**src/rtl/assert_macros.svh**
```systemverilog
// ----------------------------------------------------------------------------
// assert_macros.svh
// shared assertion macros, clocked on clk and disabled while rst_n is low
// ----------------------------------------------------------------------------
`ifndef ASSERT_MACROS_SVH
`define ASSERT_MACROS_SVH

// same-cycle implication
`define ASSERT_IMP(label, ante, cons) \
  label: assert property (@(posedge clk) disable iff (!rst_n) (ante) |-> (cons)) \
    else $error("%m: implication violated");

// next-cycle implication
`define ASSERT_NXT(label, ante, cons) \
  label: assert property (@(posedge clk) disable iff (!rst_n) (ante) |=> (cons)) \
    else $error("%m: next-cycle implication violated");

`endif

```
**src/rtl/nsc_pkg.sv**
```systemverilog
// ----------------------------------------------------------------------------
// nsc_pkg
// types, character codes and digit decode for the sentence checker
// ----------------------------------------------------------------------------
`default_nettype none

package nsc_pkg;

  localparam logic [7:0] CH_DOLLAR = 8'h24;
  localparam logic [7:0] CH_STAR   = 8'h2A;
  localparam logic [7:0] CH_COMMA  = 8'h2C;
  localparam logic [7:0] CH_CR     = 8'h0D;
  localparam logic [7:0] CH_LF     = 8'h0A;
  localparam logic [7:0] CH_Z      = 8'h7A;
  localparam logic [7:0] CH_A      = 8'h41;
  localparam logic [7:0] CH_ZERO   = 8'h30;

  localparam int unsigned FIELD_W  = 6;
  localparam logic [FIELD_W-1:0] SEP_COUNT_MAX = '1;
  localparam logic [2:0] BYTE_COUNT_MAX = 3'd7;
  localparam logic [2:0] MIN_LENGTH     = 3'd6;
  localparam int unsigned TAIL_DEPTH    = 5;

  typedef enum logic [1:0] {
    ST_OK       = 2'd0,
    ST_FORMAT   = 2'd1,
    ST_DATA     = 2'd2,
    ST_CHECKSUM = 2'd3
  } status_t;

  typedef struct packed {
    logic [7:0]         byte_out;
    logic [FIELD_W-1:0] field_index;
    logic               is_separator;
    logic               sentence_done;
    status_t            status;
    logic [FIELD_W-1:0] separator_count;
    logic [7:0]         checksum_computed;
  } result_t;

  // hex digit decode, letters from 'A' up, anything else relative to '0'
  function automatic logic signed [8:0] digit_value(input logic [7:0] c);
    logic signed [8:0] v;
    v = $signed({1'b0, c});
    if (c >= CH_A) begin
      digit_value = v - $signed({1'b0, CH_A}) + 9'sd10;
    end else begin
      digit_value = v - $signed({1'b0, CH_ZERO});
    end
  endfunction

endpackage

`default_nettype wire

```
**src/rtl/nsc_in_stage.sv**
```systemverilog
// ----------------------------------------------------------------------------
// nsc_in_stage
// input register for one sentence byte and its last mark
// ----------------------------------------------------------------------------
`default_nettype none

module nsc_in_stage (
  input  wire logic       clk,
  input  wire logic       rst_n,
  input  wire logic       up_valid,
  output logic            up_ready,
  input  wire logic [7:0] up_byte,
  input  wire logic       up_last,
  output logic            dn_valid,
  input  wire logic       dn_ready,
  output logic [7:0]      dn_byte,
  output logic            dn_last
);

  logic       valid_r;
  logic       valid_nxt;
  logic [7:0] byte_r;
  logic       last_r;

  assign up_ready  = !valid_r || dn_ready;
  assign valid_nxt = up_ready ? up_valid : valid_r;

  always_ff @(posedge clk) begin
    if (!rst_n) begin
      valid_r <= 1'b0;
    end else begin
      valid_r <= valid_nxt;
    end
  end

  always_ff @(posedge clk) begin
    if (up_valid && up_ready) begin
      byte_r <= up_byte;
      last_r <= up_last;
    end
  end

  assign dn_valid = valid_r;
  assign dn_byte  = byte_r;
  assign dn_last  = last_r;

endmodule

`default_nettype wire

```
**src/rtl/nsc_tracker.sv**
```systemverilog
// ----------------------------------------------------------------------------
// nsc_tracker
// per-sentence state and the result for the byte being retired
// ----------------------------------------------------------------------------
`default_nettype none

module nsc_tracker #(
  parameter int unsigned FIELD_INDEX_MAX = 63
) (
  input  wire logic       clk,
  input  wire logic       rst_n,
  input  wire logic       step,
  input  wire logic [7:0] byte_in,
  input  wire logic       last_byte,
  output nsc_pkg::result_t res
);

  localparam int unsigned FIELD_LIMIT_I =
    (FIELD_INDEX_MAX > 63) ? 63 : FIELD_INDEX_MAX;
  localparam logic [nsc_pkg::FIELD_W-1:0] FIELD_LIMIT =
    FIELD_LIMIT_I[nsc_pkg::FIELD_W-1:0];
  localparam logic [nsc_pkg::FIELD_W-1:0] FIELD_ONE =
    {{(nsc_pkg::FIELD_W-1){1'b0}}, 1'b1};

  logic [7:0]                  tail_r   [nsc_pkg::TAIL_DEPTH];
  logic [7:0]                  tail_nxt [nsc_pkg::TAIL_DEPTH];
  logic [7:0]                  xor_r, xor_nxt;
  logic [2:0]                  cnt_r, cnt_nxt;
  logic                        start_r, start_nxt;
  logic                        bad_r, bad_nxt;
  logic [nsc_pkg::FIELD_W-1:0] field_r, field_nxt;
  logic [nsc_pkg::FIELD_W-1:0] sepc_r, sepc_nxt;

  logic               sep;
  logic               len_ok;
  logic               fmt_ok;
  logic [7:0]         csum;
  logic signed [12:0] given;
  logic signed [12:0] csum_s;

  always_comb begin
    sep       = (byte_in == nsc_pkg::CH_COMMA) || (byte_in == nsc_pkg::CH_STAR);
    start_nxt = (cnt_r == 3'd0) ? (byte_in == nsc_pkg::CH_DOLLAR) : start_r;
    xor_nxt   = (cnt_r == 3'd0) ? xor_r : (xor_r ^ byte_in);
    cnt_nxt   = (cnt_r < nsc_pkg::BYTE_COUNT_MAX) ? cnt_r + 3'd1 : cnt_r;
    bad_nxt   = bad_r || (byte_in > nsc_pkg::CH_Z) || (byte_in < nsc_pkg::CH_LF);
    for (int i = 0; i < nsc_pkg::TAIL_DEPTH - 1; i++) begin
      tail_nxt[i] = tail_r[i+1];
    end
    tail_nxt[nsc_pkg::TAIL_DEPTH-1] = byte_in;
    field_nxt = (sep && (field_r < FIELD_LIMIT)) ? field_r + FIELD_ONE : field_r;
    sepc_nxt  = (sep && (sepc_r != nsc_pkg::SEP_COUNT_MAX)) ? sepc_r + FIELD_ONE : sepc_r;
  end

  // result for the current byte, with checksum and status on the closing byte
  always_comb begin
    len_ok = (cnt_nxt >= nsc_pkg::MIN_LENGTH);
    csum   = len_ok ? (xor_nxt ^ tail_nxt[0] ^ tail_nxt[1] ^ tail_nxt[2] ^
                       tail_nxt[3] ^ tail_nxt[4]) : 8'h00;
    fmt_ok = start_nxt && len_ok && (tail_nxt[0] == nsc_pkg::CH_STAR) &&
             (tail_nxt[3] == nsc_pkg::CH_CR) && (tail_nxt[4] == nsc_pkg::CH_LF);
    given  = (13'(nsc_pkg::digit_value(tail_nxt[1])) <<< 4) +
             13'(nsc_pkg::digit_value(tail_nxt[2]));
    csum_s = $signed({5'b0, csum});

    res.byte_out          = byte_in;
    res.field_index       = field_r;
    res.is_separator      = sep;
    res.sentence_done     = last_byte;
    res.status            = nsc_pkg::ST_OK;
    res.separator_count   = '0;
    res.checksum_computed = '0;
    if (last_byte) begin
      res.separator_count   = sepc_nxt;
      res.checksum_computed = csum;
      if (!fmt_ok) begin
        res.status = nsc_pkg::ST_FORMAT;
      end else if (bad_nxt) begin
        res.status = nsc_pkg::ST_DATA;
      end else if (given != csum_s) begin
        res.status = nsc_pkg::ST_CHECKSUM;
      end
    end
  end

  always_ff @(posedge clk) begin
    if (!rst_n || (step && last_byte)) begin
      for (int i = 0; i < nsc_pkg::TAIL_DEPTH; i++) begin
        tail_r[i] <= 8'h00;
      end
      xor_r   <= 8'h00;
      cnt_r   <= 3'd0;
      start_r <= 1'b0;
      bad_r   <= 1'b0;
      field_r <= '0;
      sepc_r  <= '0;
    end else if (step) begin
      for (int i = 0; i < nsc_pkg::TAIL_DEPTH; i++) begin
        tail_r[i] <= tail_nxt[i];
      end
      xor_r   <= xor_nxt;
      cnt_r   <= cnt_nxt;
      start_r <= start_nxt;
      bad_r   <= bad_nxt;
      field_r <= field_nxt;
      sepc_r  <= sepc_nxt;
    end
  end

endmodule

`default_nettype wire

```
**src/rtl/nsc_out_stage.sv**
```systemverilog
// ----------------------------------------------------------------------------
// nsc_out_stage
// result register toward the output channel
// ----------------------------------------------------------------------------
`default_nettype none

module nsc_out_stage (
  input  wire logic             clk,
  input  wire logic             rst_n,
  input  wire logic             up_valid,
  output logic                  up_ready,
  input  wire nsc_pkg::result_t up_res,
  output logic                  dn_valid,
  input  wire logic             dn_ready,
  output nsc_pkg::result_t      dn_res
);

  logic             valid_r;
  logic             valid_nxt;
  nsc_pkg::result_t res_r;

  assign up_ready  = !valid_r || dn_ready;
  assign valid_nxt = up_ready ? up_valid : valid_r;

  always_ff @(posedge clk) begin
    if (!rst_n) begin
      valid_r <= 1'b0;
    end else begin
      valid_r <= valid_nxt;
    end
  end

  always_ff @(posedge clk) begin
    if (up_valid && up_ready) begin
      res_r <= up_res;
    end
  end

  assign dn_valid = valid_r;
  assign dn_res   = res_r;

endmodule

`default_nettype wire

```
**src/rtl/nmea_sentence_checker_top.sv**
```systemverilog
// ----------------------------------------------------------------------------
// nmea_sentence_checker_top
// byte-stream checker for dollar-framed, star-checksummed sentences
// ----------------------------------------------------------------------------
// usage
//   input channel: in_valid/in_ready carry one sentence byte per transaction,
//   with in_last_byte high on the closing byte; the next byte opens a new one
//   output channel: out_valid/out_ready carry one result per input byte: the
//   byte, its field index, the separator flag and, on the closing byte, the
//   status, separator count and computed xor checksum
//   path: each result passes through the input register, then the result
//   register; the sentence state is updated when a byte moves from the input
//   register into the result register
//   throughput: one byte per cycle while out_ready stays high, with the state
//   update (xor, compares, five-byte tail shift register) in combinational logic
//   stall: when out_ready is low the result register holds and the input
//   register can still take one more transaction before in_ready drops
//   reset: rst_n low clears both valid flags and all sentence state; the first
//   byte after reset starts a sentence
// ----------------------------------------------------------------------------
`default_nettype none

`include "assert_macros.svh"

module nmea_sentence_checker_top #(
  parameter int unsigned FIELD_INDEX_MAX = 63
) (
  input  wire logic       clk,
  input  wire logic       rst_n,
  input  wire logic       in_valid,
  output logic            in_ready,
  input  wire logic [7:0] in_byte_in,
  input  wire logic       in_last_byte,
  output logic            out_valid,
  input  wire logic       out_ready,
  output logic [7:0]      out_byte_out,
  output logic [5:0]      out_field_index,
  output logic            out_is_separator,
  output logic            out_sentence_done,
  output logic [1:0]      out_status,
  output logic [5:0]      out_separator_count,
  output logic [7:0]      out_checksum_computed
);

  localparam int unsigned FIELD_LIMIT_I =
    (FIELD_INDEX_MAX > 63) ? 63 : FIELD_INDEX_MAX;

  // between input register and result register
  logic             mid_valid;
  logic             mid_ready;
  logic [7:0]       mid_byte;
  logic             mid_last;
  logic             step;
  nsc_pkg::result_t mid_res;
  nsc_pkg::result_t out_res;

  nsc_in_stage u_in_stage (
    .clk      (clk),
    .rst_n    (rst_n),
    .up_valid (in_valid),
    .up_ready (in_ready),
    .up_byte  (in_byte_in),
    .up_last  (in_last_byte),
    .dn_valid (mid_valid),
    .dn_ready (mid_ready),
    .dn_byte  (mid_byte),
    .dn_last  (mid_last)
  );

  // state advances exactly when a byte is handed to the result register
  assign step = mid_valid && mid_ready;

  nsc_tracker #(
    .FIELD_INDEX_MAX (FIELD_INDEX_MAX)
  ) u_tracker (
    .clk       (clk),
    .rst_n     (rst_n),
    .step      (step),
    .byte_in   (mid_byte),
    .last_byte (mid_last),
    .res       (mid_res)
  );

  nsc_out_stage u_out_stage (
    .clk      (clk),
    .rst_n    (rst_n),
    .up_valid (mid_valid),
    .up_ready (mid_ready),
    .up_res   (mid_res),
    .dn_valid (out_valid),
    .dn_ready (out_ready),
    .dn_res   (out_res)
  );

  assign out_byte_out          = out_res.byte_out;
  assign out_field_index       = out_res.field_index;
  assign out_is_separator      = out_res.is_separator;
  assign out_sentence_done     = out_res.sentence_done;
  assign out_status            = out_res.status;
  assign out_separator_count   = out_res.separator_count;
  assign out_checksum_computed = out_res.checksum_computed;

  // status fields are zero except on the closing byte
  `ASSERT_IMP(a_status_only_when_done,
    out_valid && !out_sentence_done,
    out_status == nsc_pkg::ST_OK && out_separator_count == '0 &&
    out_checksum_computed == '0)

  // a good sentence always ends on a line feed
  `ASSERT_IMP(a_ok_ends_with_lf,
    out_valid && out_sentence_done && out_status == nsc_pkg::ST_OK,
    out_byte_out == nsc_pkg::CH_LF)

  // field index never passes its limit
  `ASSERT_IMP(a_field_index_limit,
    out_valid, 32'(out_field_index) <= FIELD_LIMIT_I)

  // a byte waiting behind a stalled result stays in the input register
  `ASSERT_NXT(a_mid_holds_on_stall,
    mid_valid && !mid_ready, mid_valid && $stable(mid_byte) && $stable(mid_last))

endmodule

`default_nettype wire
```
**config.mk**
```make
export PLATFORM = sky130hd
export DESIGN_NAME = nmea_sentence_checker_top
export DESIGN_NICKNAME = d
export VERILOG_FILES = /design/src/rtl/nsc_pkg.sv /design/src/rtl/nsc_in_stage.sv /design/src/rtl/nsc_tracker.sv /design/src/rtl/nsc_out_stage.sv /design/src/rtl/nmea_sentence_checker_top.sv
export VERILOG_INCLUDE_DIRS = /design/src /design/src/rtl
export SDC_FILE = /design/constraint.sdc
export NUM_CORES = 1
export LEC_CHECK = 0
export BUFFER_PORTS_ARGS = -buffer_cell sky130_fd_sc_hd__clkbuf_2
export CAP_MARGIN = 20
export CORE_AREA = 2 2 166 119
export DETAILED_ROUTE_END_ITERATION = 12
export DIE_AREA = 0 0 168 121
export PLACE_DENSITY = 0.47
export SYNTH_ARGS = -nofsm -noshare
export SYNTH_HDL_FRONTEND = slang
export SYNTH_SLANG_ARGS = --single-unit
```
**constraint.sdc**
```tcl
create_clock -name clk -period 3.7 [get_ports clk]
set_input_delay 0.37 -clock clk [delete_from_list [all_inputs] [get_ports clk]]
set_output_delay 0.37 -clock clk [all_outputs]
set_load 0.02 [all_outputs]
```
After elaboration in Yosys (flattened, before gate mapping)

Memory sizes are Yosys's and may differ from the RTL's.
Cells that the tools add are included.

$add $sub $neg: 10
Magnitude comparators: 7
Equality and inequality tests: 8
Muxes and demuxes: 20
Bitwise operators: 11
Reduce and logical (&&, ||, !) cells: 21

Operators by type and width:

| kind                                                                                | count |
|---|---|
| 8-bit 2-to-1 mux                                                                    | 7 |
| 8-bit bitwise XOR                                                                   | 6 |
| 8-bit by 6-bit == test with 1-bit output, second input constant                     | 4 |
| 9-bit by 5-bit adder with 9-bit output, second input constant                       | 2 |
| 9-bit 2-to-1 mux                                                                    | 2 |
| 8-bit by 6-bit subtractor with 9-bit output, second input constant                  | 2 |
| 8-bit by 7-bit subtractor with 9-bit output, second input constant                  | 2 |
| 8-bit by 4-bit == test with 1-bit output, second input constant                     | 2 |
| 8-bit by 7-bit greater-or-equal comparator with 1-bit output, second input constant | 2 |
| 13-bit by 9-bit adder with 13-bit output                                            | 1 |
| 13-bit by 9-bit != test with 1-bit output                                           | 1 |
| 6-bit by 1-bit adder with 6-bit output, second input constant                       | 2 |
| 1-bit logical AND                                                                   | 9 |
| 8-bit by 7-bit greater-than comparator with 1-bit output, second input constant     | 1 |
| 8-bit by 4-bit less-than comparator with 1-bit output, second input constant        | 1 |
| 1-bit 2-to-1 mux                                                                    | 7 |
| 1-bit logical OR                                                                    | 6 |
| 6-bit less-than comparator, second input constant                                   | 1 |
| 6-bit 2-to-1 mux                                                                    | 1 |
| 6-bit != test, second input constant                                                | 1 |
| 1-bit bitwise OR                                                                    | 5 |
| 2-bit 2-to-1 mux                                                                    | 2 |
| 2-bit AND reduction                                                                 | 2 |
| 3-bit by 1-bit adder with 3-bit output, second input constant                       | 1 |
| other kinds (5)                                                                     | 7 |

Register bits: 68
RAM bits: 40
Input bits: 13
Output and inout bits: 34
Logic and storage cells: 96
Memories: 1

Memories:

| memory           | words | width | rd ports | clocked after Yosys merged registers in | wr ports | line              | source |
|---|---|---|---|---|---|---|---|
| u_tracker.tail_r | 5     | 8     | 4        | 0                                       | 5        | nsc_tracker.sv:25 | `logic [7:0] tail_r [nsc_pkg::TAIL_DEPTH];` |

Longest topological paths before layout

Depth in word-level cells: 12
Depth in mapped cells: 17
Mapped depth without buffers: 17

Modules after synthesis

Synthesis repeated with hierarchy kept, for this count alone.

Cells, all modules: 519
Area, all modules: 5686.7 µm²

By module, submodules not included:

| module                    | instances | cells each | area an instance (µm²) | sequential area each (µm²) |
|---|---|---|---|---|
| nsc_tracker               | 1         | 467        | 4334.2                 | 1461.4 |
| nsc_out_stage             | 1         | 37         | 1018.5                 | 980.9 |
| nsc_in_stage              | 1         | 14         | 327.8                  | 290.3 |
| nmea_sentence_checker_top | 1         | 1          | 6.3                    | 0.0 |

Least setup slack after synthesis

Ideal clock, no wire load.

Path type: register to register
Start: memory u_tracker.tail_r[3][0], in the netlist u_tracker.tail_r[0][24]
End: register u_out_stage.res_r (netlist bit u_out_stage.dn_res[15]) (data pin)
Library setup time: 0.271 ns
Data arrival time: 3.599 ns
Data required time: 3.429 ns
Slack: -0.170 ns
Cell stages (with the launch flop): 13
Buffers on the path: 0
Clock period less this slack: 3.870 ns
Cells stage by stage: edfxtp_1 > ha_1 > or4b_4 > a311oi_4 > mux2_2 > ha_1 > a21o_1 > a2111o_1 > a21o_1 > a22oi_1 > and4bb_1 > and4_1 > a41oi_1

RTL lines:

| what                   | line                | source |
|---|---|---|
| start: declaration     | nsc_tracker.sv:25   |  |
| end signal: assignment | nsc_out_stage.sv:35 | `res_r <= up_res;` |
| end: declaration       | nsc_out_stage.sv:20 | `nsc_pkg::result_t res_r;` |

==> reports/metrics.cfg <==
[placed_design]
place_hpwl_um = 10060
pre_cts_slack_ns = -0.1178
place_inst = 805
portBuffers = 46
gp_congestion = 0.7977
dpl_cell_area_um2 = 6245

[critical_path]
crit_path_end_kind = register
critPathRequiredTime_ns = 3.79
path_max_fanout = 3
crit_type = reg -> reg
critPathArrivalTime_ns = 3.83
start_kind = register

[floorplanning]
rows = 42
io-pin-count = 47
die_area_um2 = 20330
die_y_um = 121
die_x_um = 168
design.core.area_um2 = 18660
start_util = 0.2959

[power]
netSwitchingPower_mw = 0.7721
swShare = 0.2740
power_frac_comb = 0.201
p_leak_nw = 2.643
ir_worst_vdd_v = 0.0002017
internal_power_mw = 2.046
p_clk_frac = 0.343
p_per_area_nw_per_um2 = 423.2
sequentialPowerShare = 0.456
p_total_mw = 2.818

[clocking]
cts_hold_buf = 0
clk_pin_slew_ns = 0.07
numCtsBuffers = 9
clockBufferDepth = 2
clockRootBuffer = clkbuf_16
cts_tree = yes
cts_max_level = 3
clk_latency_ns = 0.35
clock_sinks = 100

[timing]
relSlewSlack = 0.5163
setup_violations = 2
holdWs_ns = 0.1926
finalHoldViolCount = 0
rsz0062_at_grt = true
setup-tns-final_ns = -0.04684
fin_worst_skew_ns = 0.008515
fin_crit_sh = 1.011
fin_ws_ns = -0.04029
worst_pin_slew_ns = 0.7200
fmaxAchievable_ghz = 0.2674
period_needed_ns = 3.740
maxSlewViolCount = 0

[global_routing]
gr-usage-all-layers = 0.1385
grt-ovfl-total = 0
grt_first_pass_wirelength_um = 21490
grt_pass1_vias = 3801
grt_max_degree = 41
antenna_found_initial = 0

[final_layout]
syn_to_final_growth_pct = 20.63
layout_common_cells = edfxtp_1, clkbuf_2, buf_4, xnor2_1, nor2_1
nets = 619
antenna_cells = 0
final_common_cell = edfxtp_1
design_area_um2 = 6659
ff_latch_area_um2 = 2733
multi_input_area_um2 = 2673
nFillCells = 1852
fin_util = 0.3569
drive_gt1_frac = 0.2287
instances_no_fill = 828

[synth]
synthCells = 499
synth_warnings = 0
ys_seq_area_frac = 0.4950
syn_nets = 537
post-synth-top-area-cell = edfxtp_1
syn_area_um2 = 5520
avgSynthCellArea_um2 = 11.06
synth_cell_type_count = 66
ys.flop_type = edfxtp_1
synthArstFlopShare = 0
yosys.area.top_type_share = 0.3971
synth_edf_count = 73
synth_area_leaders = edfxtp_1, dfxtp_1, xnor2_1
synth-seq-cells = 100

[hold_path]
hold_path.class = in -> reg

[drt]
first_iter_violations = 233
wire_per_inst_um = 16.35
vias = 3863
drt_wl_total_um = 13540
route.detailed.drc = 0
dr.pass1.iters = 4
ant_nets = 0
viasPerCell = 4.665

[run_status]
outcome = finished, violations left
violations = setup timing

[job]
drv_cap = 0

[logic make-up after synthesis]
| kind of cell | Yosys count | share of synthesized area |
|---|---|---|
| AND/OR/NAND/NOR | 171 | 0.1670 |
| flip-flops | 100 | 0.4950 |
| AO/OA/AOI/OAI | 92 | 0.1102 |
| XOR/XNOR | 66 | 0.1272 |
| buffers and inverters | 40 | 0.03309 |
| adder cells (fa/ha/maj) | 25 | 0.05802 |
| multiplexers | 5 | 0.009519 |
[sequential cells by signal, summed over array words and instances (netlist names)]
register and flops:
u_in_stage.dn_valid 1, u_tracker.tail_r 32, u_in_stage.dn_last 1, u_in_stage.dn_byte 8
u_tracker.start_r 1, u_tracker.sepc_r 6, u_out_stage.dn_res 32, u_tracker.cnt_r 3
u_tracker.xor_r 8, u_out_stage.dn_valid 1, u_tracker.bad_r 1, u_tracker.field_r 6
[final cells by class]
cell class	instances	share of cell area
clock buffer	10	0.03439
clock inverter	6	0.01071
inverter	20	0.01127
multi-input combinational	359	0.4014
sequential	100	0.4104
tap	242	0.04547
timing repair buffer	91	0.08643
[worst max-delay path, stage by stage, from the launching register on]
cell and delay (ns):
edfxtp_1 0.42, ha_2 0.19, or4b_4 0.49, a311oi_4 0.32, a211o_1 0.18, xnor2_1 0.13, ha_2 0.21, inv_2 0.04
fa_2 0.37, nor2b_2 0.13, o21ai_2 0.07, a22o_1 0.22, a211oi_2 0.28, nand3_1 0.12, a211oi_2 0.23, a21oi_2 0.08
[routing by layer]
metal	vias up	part of all wire	track usage
met2	79	0.40	0.1929
met4	0	0.0054	0.02609
li1	1938	-	-
met3	8	0.046	0.02903
met5	-	0	0
met1	1838	0.55	0.2182
[power by group through the flow]
stage                     sequential (mW)  combinational, mW  clock, mW
after floorplan                      1.32              0.349          0
after global routing                 1.29              0.619       1.04
final                                1.29              0.568      0.966
after CTS                            1.29              0.552      0.993
after global placement               1.31              0.532          0
after detailed placement             1.31              0.533          0
[cells in the mapped netlist (5+ instances only)]
cell       n
nand3_1    9
a21o_1     5
inv_1     19
xnor3_1    9
and2_1    33
nor2b_1    6
nand2b_1   7
xor2_1    19
nand3b_1   6
clkbuf_1  10
a21oi_1   19
nor2_1    35
nand2_1   34
and3_1     7
o21ai_0   32
xnor2_1   38
buf_2      5
ha_1      24
dfxtp_1   27
nor3_1    11
edfxtp_1  73
nand4_1    7
a31oi_1    5
[final timing paths]
kind | slack [ns] | end | cells past startpoint | from
worst max-delay path | -0.04 | u_out_stage.dn_res[14] | 15 | u_tracker.tail_r[0][24]
worst min-delay path | 0.19 | u_in_stage.dn_byte[4] | 1 | in_byte_in[4]
worst max register to register | -0.04 | u_out_stage.dn_res[14] | 15 | u_tracker.tail_r[0][24]
worst min register to register | 0.49 | u_tracker.xor_r[6] | 2 | u_tracker.xor_r[6]
[what timing repair did]
| action | in CTS | in global routing |
|---|---|---|
| buffers inserted | 4 | 2 |
| setup endpoints to repair | 2 | 2 |
| pin swaps | 13 | 17 |
| gates resized for setup | 4 | 11 |
(Power assumes the default switching activity.)
